===== src/cstk_pkg.sv =====
// Shared types, constants and codes for the clip rectangle stack.
package cstk_pkg;

	localparam int STACK_DEPTH = 16;
	localparam int ENTRY_AW    = $clog2(STACK_DEPTH);
	localparam int DEPTH_W     = $clog2(STACK_DEPTH + 1);
	localparam int OUT_DEPTH_W = 5;
	localparam int SCREEN_W    = 15;
	localparam int COORD_W     = 16;
	localparam int EDGE_W      = COORD_W + 2;
	localparam int CFG_IDX_W   = 1;

	localparam logic [SCREEN_W-1:0] SCREEN_W_RESET = SCREEN_W'(1920);
	localparam logic [SCREEN_W-1:0] SCREEN_H_RESET = SCREEN_W'(1080);

	localparam logic [1:0] FN_PUSH = 2'd0;
	localparam logic [1:0] FN_POP  = 2'd1;
	localparam logic [1:0] FN_READ = 2'd2;

	localparam logic [CFG_IDX_W-1:0] CFG_SCREEN_WIDTH  = 1'd0;
	localparam logic [CFG_IDX_W-1:0] CFG_SCREEN_HEIGHT = 1'd1;

	typedef struct packed {
		logic [1:0]                func;
		logic signed [COORD_W-1:0] rect_x;
		logic signed [COORD_W-1:0] rect_y;
		logic signed [COORD_W-1:0] rect_width;
		logic signed [COORD_W-1:0] rect_height;
	} req_t;

	typedef struct packed {
		logic signed [COORD_W-1:0] clip_x;
		logic signed [COORD_W-1:0] clip_y;
		logic [COORD_W-1:0]        clip_width;
		logic [COORD_W-1:0]        clip_height;
		logic                      clip_nonempty;
		logic [OUT_DEPTH_W-1:0]    stack_depth;
		logic                      op_ignored;
	} rsp_t;

	typedef struct packed {
		logic signed [COORD_W-1:0] x;
		logic signed [COORD_W-1:0] y;
		logic [COORD_W-1:0]        w;
		logic [COORD_W-1:0]        h;
	} rect_t;

	typedef struct packed {
		logic latch;
		logic edges;
		logic write;
		logic pop;
		logic load;
		logic ignored;
	} cmd_t;

	typedef struct packed {
		logic full;
		logic at_one;
	} status_t;

endpackage


===== src/cstk_ctrl.sv =====
// Controller state machine for the clip rectangle stack.
module cstk_ctrl (
	input  logic              clk,
	input  logic              arst_n,
	input  logic              start,
	input  logic [1:0]        func,
	input  cstk_pkg::status_t status,
	output cstk_pkg::cmd_t    cmd,
	output logic              busy,
	output logic              done
);
	import cstk_pkg::*;

	localparam logic [2:0] S_IDLE  = 3'd0;
	localparam logic [2:0] S_EDGE  = 3'd1;
	localparam logic [2:0] S_WRITE = 3'd2;
	localparam logic [2:0] S_POP   = 3'd3;
	localparam logic [2:0] S_LOAD  = 3'd4;
	localparam logic [2:0] S_DONE  = 3'd5;

	logic [2:0] state_q;
	logic [2:0] state_d;
	logic       ignored_q;
	logic       ignored_d;
	logic       accept;

	assign accept = start && (state_q == S_IDLE);

	always_comb begin
		state_d   = state_q;
		ignored_d = ignored_q;
		unique case (state_q)
			S_IDLE: begin
				if (start) begin
					ignored_d = 1'b0;
					unique case (func)
						FN_PUSH: begin
							if (status.full) begin
								ignored_d = 1'b1;
								state_d   = S_DONE;
							end else begin
								state_d = S_EDGE;
							end
						end
						FN_POP: begin
							if (status.at_one) begin
								ignored_d = 1'b1;
								state_d   = S_DONE;
							end else begin
								state_d = S_POP;
							end
						end
						default: state_d = S_DONE;
					endcase
				end
			end
			S_EDGE:  state_d = S_WRITE;
			S_WRITE: state_d = S_DONE;
			S_POP:   state_d = S_LOAD;
			S_LOAD:  state_d = S_DONE;
			S_DONE:  state_d = S_IDLE;
			default: state_d = S_IDLE;
		endcase
	end

	always_ff @(posedge clk or negedge arst_n) begin
		if (!arst_n) begin
			state_q   <= S_IDLE;
			ignored_q <= 1'b0;
		end else begin
			state_q   <= state_d;
			ignored_q <= ignored_d;
		end
	end

	always_comb begin
		cmd.latch   = accept;
		cmd.edges   = (state_q == S_EDGE);
		cmd.write   = (state_q == S_WRITE);
		cmd.pop     = (state_q == S_POP);
		cmd.load    = (state_q == S_LOAD);
		cmd.ignored = ignored_q;
	end

	assign busy = (state_q != S_IDLE);
	assign done = (state_q == S_DONE);

endmodule


===== src/cstk_dp.sv =====
// Datapath: screen registers, stack memory, top entry and intersection.
module cstk_dp (
	input  logic                               clk,
	input  logic                               arst_n,
	input  cstk_pkg::req_t                     req,
	input  cstk_pkg::cmd_t                     cmd,
	input  logic                               cfg_we,
	input  logic [cstk_pkg::CFG_IDX_W-1:0]     cfg_index,
	input  logic [cstk_pkg::SCREEN_W-1:0]      cfg_data,
	output cstk_pkg::status_t                  status,
	output cstk_pkg::rsp_t                     rsp
);
	import cstk_pkg::*;

	logic [SCREEN_W-1:0]      scr_w_q;
	logic [SCREEN_W-1:0]      scr_h_q;
	logic [DEPTH_W-1:0]       depth_q;
	req_t                     req_q;
	rect_t                    top_q;
	rect_t                    rd_q;
	rect_t                    mem_q [STACK_DEPTH];
	rect_t                    screen;
	rect_t                    cur;
	rect_t                    isect;
	logic signed [EDGE_W-1:0] x1_s1, y1_s1, x2_s1, y2_s1;
	logic signed [EDGE_W-1:0] ax, ay, ax2, ay2, bx, by, bx2, by2;
	logic signed [EDGE_W-1:0] dx, dy;
	logic [DEPTH_W-1:0]       pop_idx;
	logic [DEPTH_W+OUT_DEPTH_W-1:0] depth_ext;

	assign status.full   = (depth_q == DEPTH_W'(STACK_DEPTH));
	assign status.at_one = (depth_q == DEPTH_W'(1));

	always_comb begin
		screen.x = '0;
		screen.y = '0;
		screen.w = {1'b0, scr_w_q};
		screen.h = {1'b0, scr_h_q};
		cur      = status.at_one ? screen : top_q;
	end

	// edge stage: overlap bounds of current top and pushed rectangle
	always_comb begin
		ax  = EDGE_W'(cur.x);
		ay  = EDGE_W'(cur.y);
		ax2 = ax + $signed({2'b00, cur.w});
		ay2 = ay + $signed({2'b00, cur.h});
		bx  = EDGE_W'(req_q.rect_x);
		by  = EDGE_W'(req_q.rect_y);
		bx2 = bx + EDGE_W'(req_q.rect_width);
		by2 = by + EDGE_W'(req_q.rect_height);
	end

	always_ff @(posedge clk) begin
		if (cmd.latch) begin
			req_q <= req;
		end
		if (cmd.edges) begin
			x1_s1 <= (ax > bx) ? ax : bx;
			y1_s1 <= (ay > by) ? ay : by;
			x2_s1 <= (ax2 < bx2) ? ax2 : bx2;
			y2_s1 <= (ay2 < by2) ? ay2 : by2;
		end
	end

	always_comb begin
		dx = x2_s1 - x1_s1;
		dy = y2_s1 - y1_s1;
		if (x1_s1 >= x2_s1 || y1_s1 >= y2_s1) begin
			isect = '0;
		end else begin
			isect.x = x1_s1[COORD_W-1:0];
			isect.y = y1_s1[COORD_W-1:0];
			isect.w = dx[COORD_W-1:0];
			isect.h = dy[COORD_W-1:0];
		end
	end

	assign pop_idx = depth_q - DEPTH_W'(2);

	// stack memory: entry i at address i, entry 0 comes from the screen registers
	always_ff @(posedge clk) begin
		if (cmd.write) begin
			mem_q[depth_q[ENTRY_AW-1:0]] <= isect;
		end
		if (cmd.pop) begin
			rd_q <= mem_q[pop_idx[ENTRY_AW-1:0]];
		end
	end

	always_ff @(posedge clk) begin
		if (cmd.write) begin
			top_q <= isect;
		end else if (cmd.load) begin
			top_q <= rd_q;
		end
	end

	always_ff @(posedge clk or negedge arst_n) begin
		if (!arst_n) begin
			scr_w_q <= SCREEN_W_RESET;
			scr_h_q <= SCREEN_H_RESET;
			depth_q <= DEPTH_W'(1);
		end else begin
			if (cfg_we) begin
				unique case (cfg_index)
					CFG_SCREEN_WIDTH:  scr_w_q <= cfg_data;
					CFG_SCREEN_HEIGHT: scr_h_q <= cfg_data;
					default: ;
				endcase
				depth_q <= DEPTH_W'(1);
			end else if (cmd.write) begin
				depth_q <= depth_q + DEPTH_W'(1);
			end else if (cmd.pop) begin
				depth_q <= depth_q - DEPTH_W'(1);
			end
		end
	end

	assign depth_ext = {{OUT_DEPTH_W{1'b0}}, depth_q};

	always_comb begin
		rsp.clip_x        = cur.x;
		rsp.clip_y        = cur.y;
		rsp.clip_width    = cur.w;
		rsp.clip_height   = cur.h;
		rsp.clip_nonempty = (cur.w != '0) && (cur.h != '0);
		rsp.stack_depth   = depth_ext[OUT_DEPTH_W-1:0];
		rsp.op_ignored    = cmd.ignored;
	end

endmodule


===== src/clip_rectangle_stack.sv =====
// Top level of the clip rectangle stack: controller plus datapath.
//
//  channel   strobe   payload                          direction
//  item      start    req (func, rect_x/y/width/height) in, taken when start && !busy
//  result    done     rsp (clip rectangle, depth, flag) out, one cycle per item
//  config    cfg_we   cfg_index, cfg_data               in, taken every cycle
//
// Read goes from accept straight to done; push passes the intersection's edge
// and write stages, pop the pop and load states (full-stack push and depth-one
// pop go straight to done); a pop waits on the registered stack memory read.
// Reset loads the 1920 x 1080 screen entry and depth one; no clearing pass.
// busy stays high until done; results cannot be stalled.
module clip_rectangle_stack (
	input  logic                           clk,
	input  logic                           arst_n,
	input  logic                           start,
	output logic                           busy,
	input  cstk_pkg::req_t                 req,
	output logic                           done,
	output cstk_pkg::rsp_t                 rsp,
	input  logic                           cfg_we,
	input  logic [cstk_pkg::CFG_IDX_W-1:0] cfg_index,
	input  logic [cstk_pkg::SCREEN_W-1:0]  cfg_data
);
	import cstk_pkg::*;

	cmd_t    cmd;
	status_t status;

	cstk_ctrl u_ctrl (
		.clk    (clk),
		.arst_n (arst_n),
		.start  (start),
		.func   (req.func),
		.status (status),
		.cmd    (cmd),
		.busy   (busy),
		.done   (done)
	);

	cstk_dp u_dp (
		.clk       (clk),
		.arst_n    (arst_n),
		.req       (req),
		.cmd       (cmd),
		.cfg_we    (cfg_we),
		.cfg_index (cfg_index),
		.cfg_data  (cfg_data),
		.status    (status),
		.rsp       (rsp)
	);

endmodule

===== config.mk =====
export PLATFORM = sky130hd
export DESIGN_NAME = clip_rectangle_stack
export DESIGN_NICKNAME = d
export VERILOG_FILES = /design/src/cstk_pkg.sv /design/src/cstk_ctrl.sv /design/src/cstk_dp.sv /design/src/clip_rectangle_stack.sv
export SDC_FILE = /design/constraint.sdc
export NUM_CORES = 2
export LEC_CHECK = 0
export ABC_AREA = 1
export BUFFER_PORTS_ARGS = -buffer_cell sky130_fd_sc_hd__buf_2
export CORE_MARGIN = 4
export CORE_UTILIZATION = 65
export DETAILED_ROUTE_END_ITERATION = 7
export PLACE_DENSITY = 0.83
export SLEW_MARGIN = 20
export SYNTH_ARGS = -nofsm -noshare
export SYNTH_HDL_FRONTEND = slang
export SYNTH_SLANG_ARGS = --single-unit

===== constraint.sdc =====
create_clock -name clk -period 15.45 [get_ports clk]
set_clock_uncertainty 0.1 [all_clocks]
set_input_delay 0.7725 -clock clk [delete_from_list [all_inputs] [get_ports clk]]
set_output_delay 0.7725 -clock clk [all_outputs]
set_load 0.1 [all_outputs]

==> results.ini <==
[run_status]
outcome=finished, final reports clean

[timing]
worst_slew_margin_rel_pct=22.1
min_period_ns=7.96
worst_pin_slew_ns=1.17
rsz0062_at_grt=no
fin_crit_sh_pct=51.5
finalHoldViolCount=0
fin_tns_setup_ns=0
slew_viol_final=0
hold_ws_ns=0.0317
fmax_mhz=126
setup_viol=0

[place]
io_buffer_count=158
dp_cells=6218
gp_congestion=0.939
place_hpwl_um=96700

[grt]
antenna_found_initial=2
grt_max_degree=130
overflow=0
track_usage_pct=34.6
grt_pass1_vias=40500
grt_first_pass_wirelength_um=248000

[critical_path]
required_ns=15.84
reg2reg_from=u_dp.depth_q[1]
crit_path_end_kind=flip-flop
reg2reg_depth=28
cp_max_fo=97
r2r_setup_slack_ns=7.49
r2r_end=u_dp.y2_s1[13]
cpMaxStageDelayCell=dfrtp_4
path_class=reg2reg
max_stage_delay_ns=0.83
start_kind=flip-flop
arrival_ns=8.35

[floorplan]
die-area_mm2=0.0959
coreArea_mm2=0.0901
fp.dieH_um=310
die_w_um=310
io_pins=159
rows=110
start_util_pct=65.6

[clocking]
cts_max_path_buffers=3
hold_buffers=0
clk_pin_slew_ns=0.07
cts_resized=0
h-tree-depth=4
cts_setup_buffers=0
cts_tree=yes
clock_sinks=1323
cts_root_buffer=clkbuf_16
numCtsBuffers=132
insertion_delay_ns=0.75

[logic_synthesis]
postSynthCellCount=5095
async_flop_share_pct=2.95
syn-num-nets=5375
yosysSeqAreaShare_pct=66.9
netlist_area_mm2=0.0591
synth_flop_cell=edfxtp_1
yosysUniqueCellTypes=56
ys.warnings.count=0
ys_ff_latch=1323
avgSynthCellArea_um2=11.6
synth_edf_count=1284

[cells_and_area]
layout_common_cells=edfxtp_1 (1284), nand2_1 (745), nor2_1 (675)
final_common_cell=edfxtp_1
drive_above_1_share_pct=9.13
register_area_mm2=0.0396
n_antenna_cell=0
fin_nets=5457
area_delta_synth_final_pct=10.3
fin_cells=6458
fin_util_pct=72.4
fillCellCount=5757
multi_input_area_mm2=0.0176

[drt]
finalWirelength_um=168000
drt-pass1-iter-count=8
vias=43000
drc=0
wl_per_cell_um=26.1
vias_per_cell=6.66
ant_nets=0
drtIter0Drc=7808

[job]
drv_cap=0

[worst_hold_path]
hp-class=in2async

==> synthesized netlist by cell type, drive strengths merged, types with 32 or more instances <==
master | number | share of area, %
edfxtp | 1284 | 65
nand2 | 758 | 4.9
nor2 | 701 | 4.5
o21ai | 627 | 5.3
inv | 300 | 1.9
clkbuf | 231 | 1.5
nand3 | 221 | 2.0
o221ai | 191 | 2.8
ha | 190 | 4.0
a21oi | 124 | 1.0
o211ai | 68 | 0.89
o22ai | 68 | 0.72
nand4 | 41 | 0.44
buf | 38 | 0.37
xor2 | 36 | 0.57
nand3b | 32 | 0.41
==> flip-flops by register name, summed over array words and instances, names as in the netlist <==
register / cells
u_dp.scr_w_q: 15
u_dp.top_q: 64
u_dp.y1_s1: 16
u_dp.scr_h_q: 15
u_ctrl.state_q: 3
u_dp.req_q: 32
u_dp.y2_s1: 18
u_dp.x1_s1: 16
u_ctrl.ignored_q: 1
u_dp.by: 16
u_dp.depth_q: 5
u_dp.rd_q: 64
u_dp.mem_q: 1024
u_dp.bx: 16
u_dp.x2_s1: 18
==> logic make-up (layout without fill, tap and decap cells) <==
group / after synthesis / count (layout) / share of synthesized area (%)
simple gates: 1820 / 1820 / 12.8
flops: 1323 / 1323 / 66.9
compound gates: 1127 / 1127 / 11.4
buf+inv: 569 / 756 / 3.74
fa+ha+maj: 194 / 194 / 4.15
xor+xnor: 61 / 61 / 0.941
mux: 1 / 1 / 0.0190
==> stage by stage <==
| stage | cell area (um2) | setup slack [ns] |
|---|---|---|
| after floorplan | 59100 | 7.77 |
| after global placement | 61000 | 7.90 |
| after detailed placement | 61000 | 7.67 |
| after CTS | 65200 | 7.62 |
| after global routing | 65300 | 6.89 |
| final | 65300 | 7.49 |
==> routing by layer <==
| layer | global-route usage (%) | up-vias | part of all wire (%) |
|---|---|---|---|
| met5 | 0 | - | 0 |
| li1 | - | 18600 | - |
| met3 | 8.41 | 406 | 14 |
| met2 | 51.8 | 3310 | 45 |
| met1 | 51.0 | 20700 | 38 |
| met4 | 10.8 | 0 | 2.9 |
==> cell type report <==
cell class,count,share of cell area (%)
tap,1176,2.25
clock inverter,69,1.05
sequential,1323,60.6
multi-input combinational,3203,26.9
timing repair buffer,217,1.92
inverter,300,1.75
clock buffer,170,5.48
==> critical path: cells and delay by family, from the launching register on <==
kind	cells	cell delay [ns]
buffers and inverters	7	2.01
and+or+nand+nor	14	2.66
adders and majority gates	3	1.06
AOI/OAI and AO/OA	4	0.98
DFF	1	0.83
==> worst max path at each step <==
| stage | cells after the start | to | from |
|---|---|---|---|
| floorplan | 35 | u_dp.x2_s1[13] | u_dp.depth_q[1] |
| finish | 28 | u_dp.y2_s1[13] | u_dp.depth_q[1] |
| detailed placement | 27 | u_dp.y2_s1[13] | u_dp.depth_q[1] |
| global placement | 28 | u_dp.y2_s1[13] | u_dp.depth_q[1] |
| global route | 26 | u_dp.y2_s1[13] | u_dp.depth_q[1] |
| CTS | 27 | u_dp.y2_s1[13] | u_dp.depth_q[1] |
Power is not shown: default switching activity piles up to over one toggle a cycle in this logic, so the estimate is an artifact.
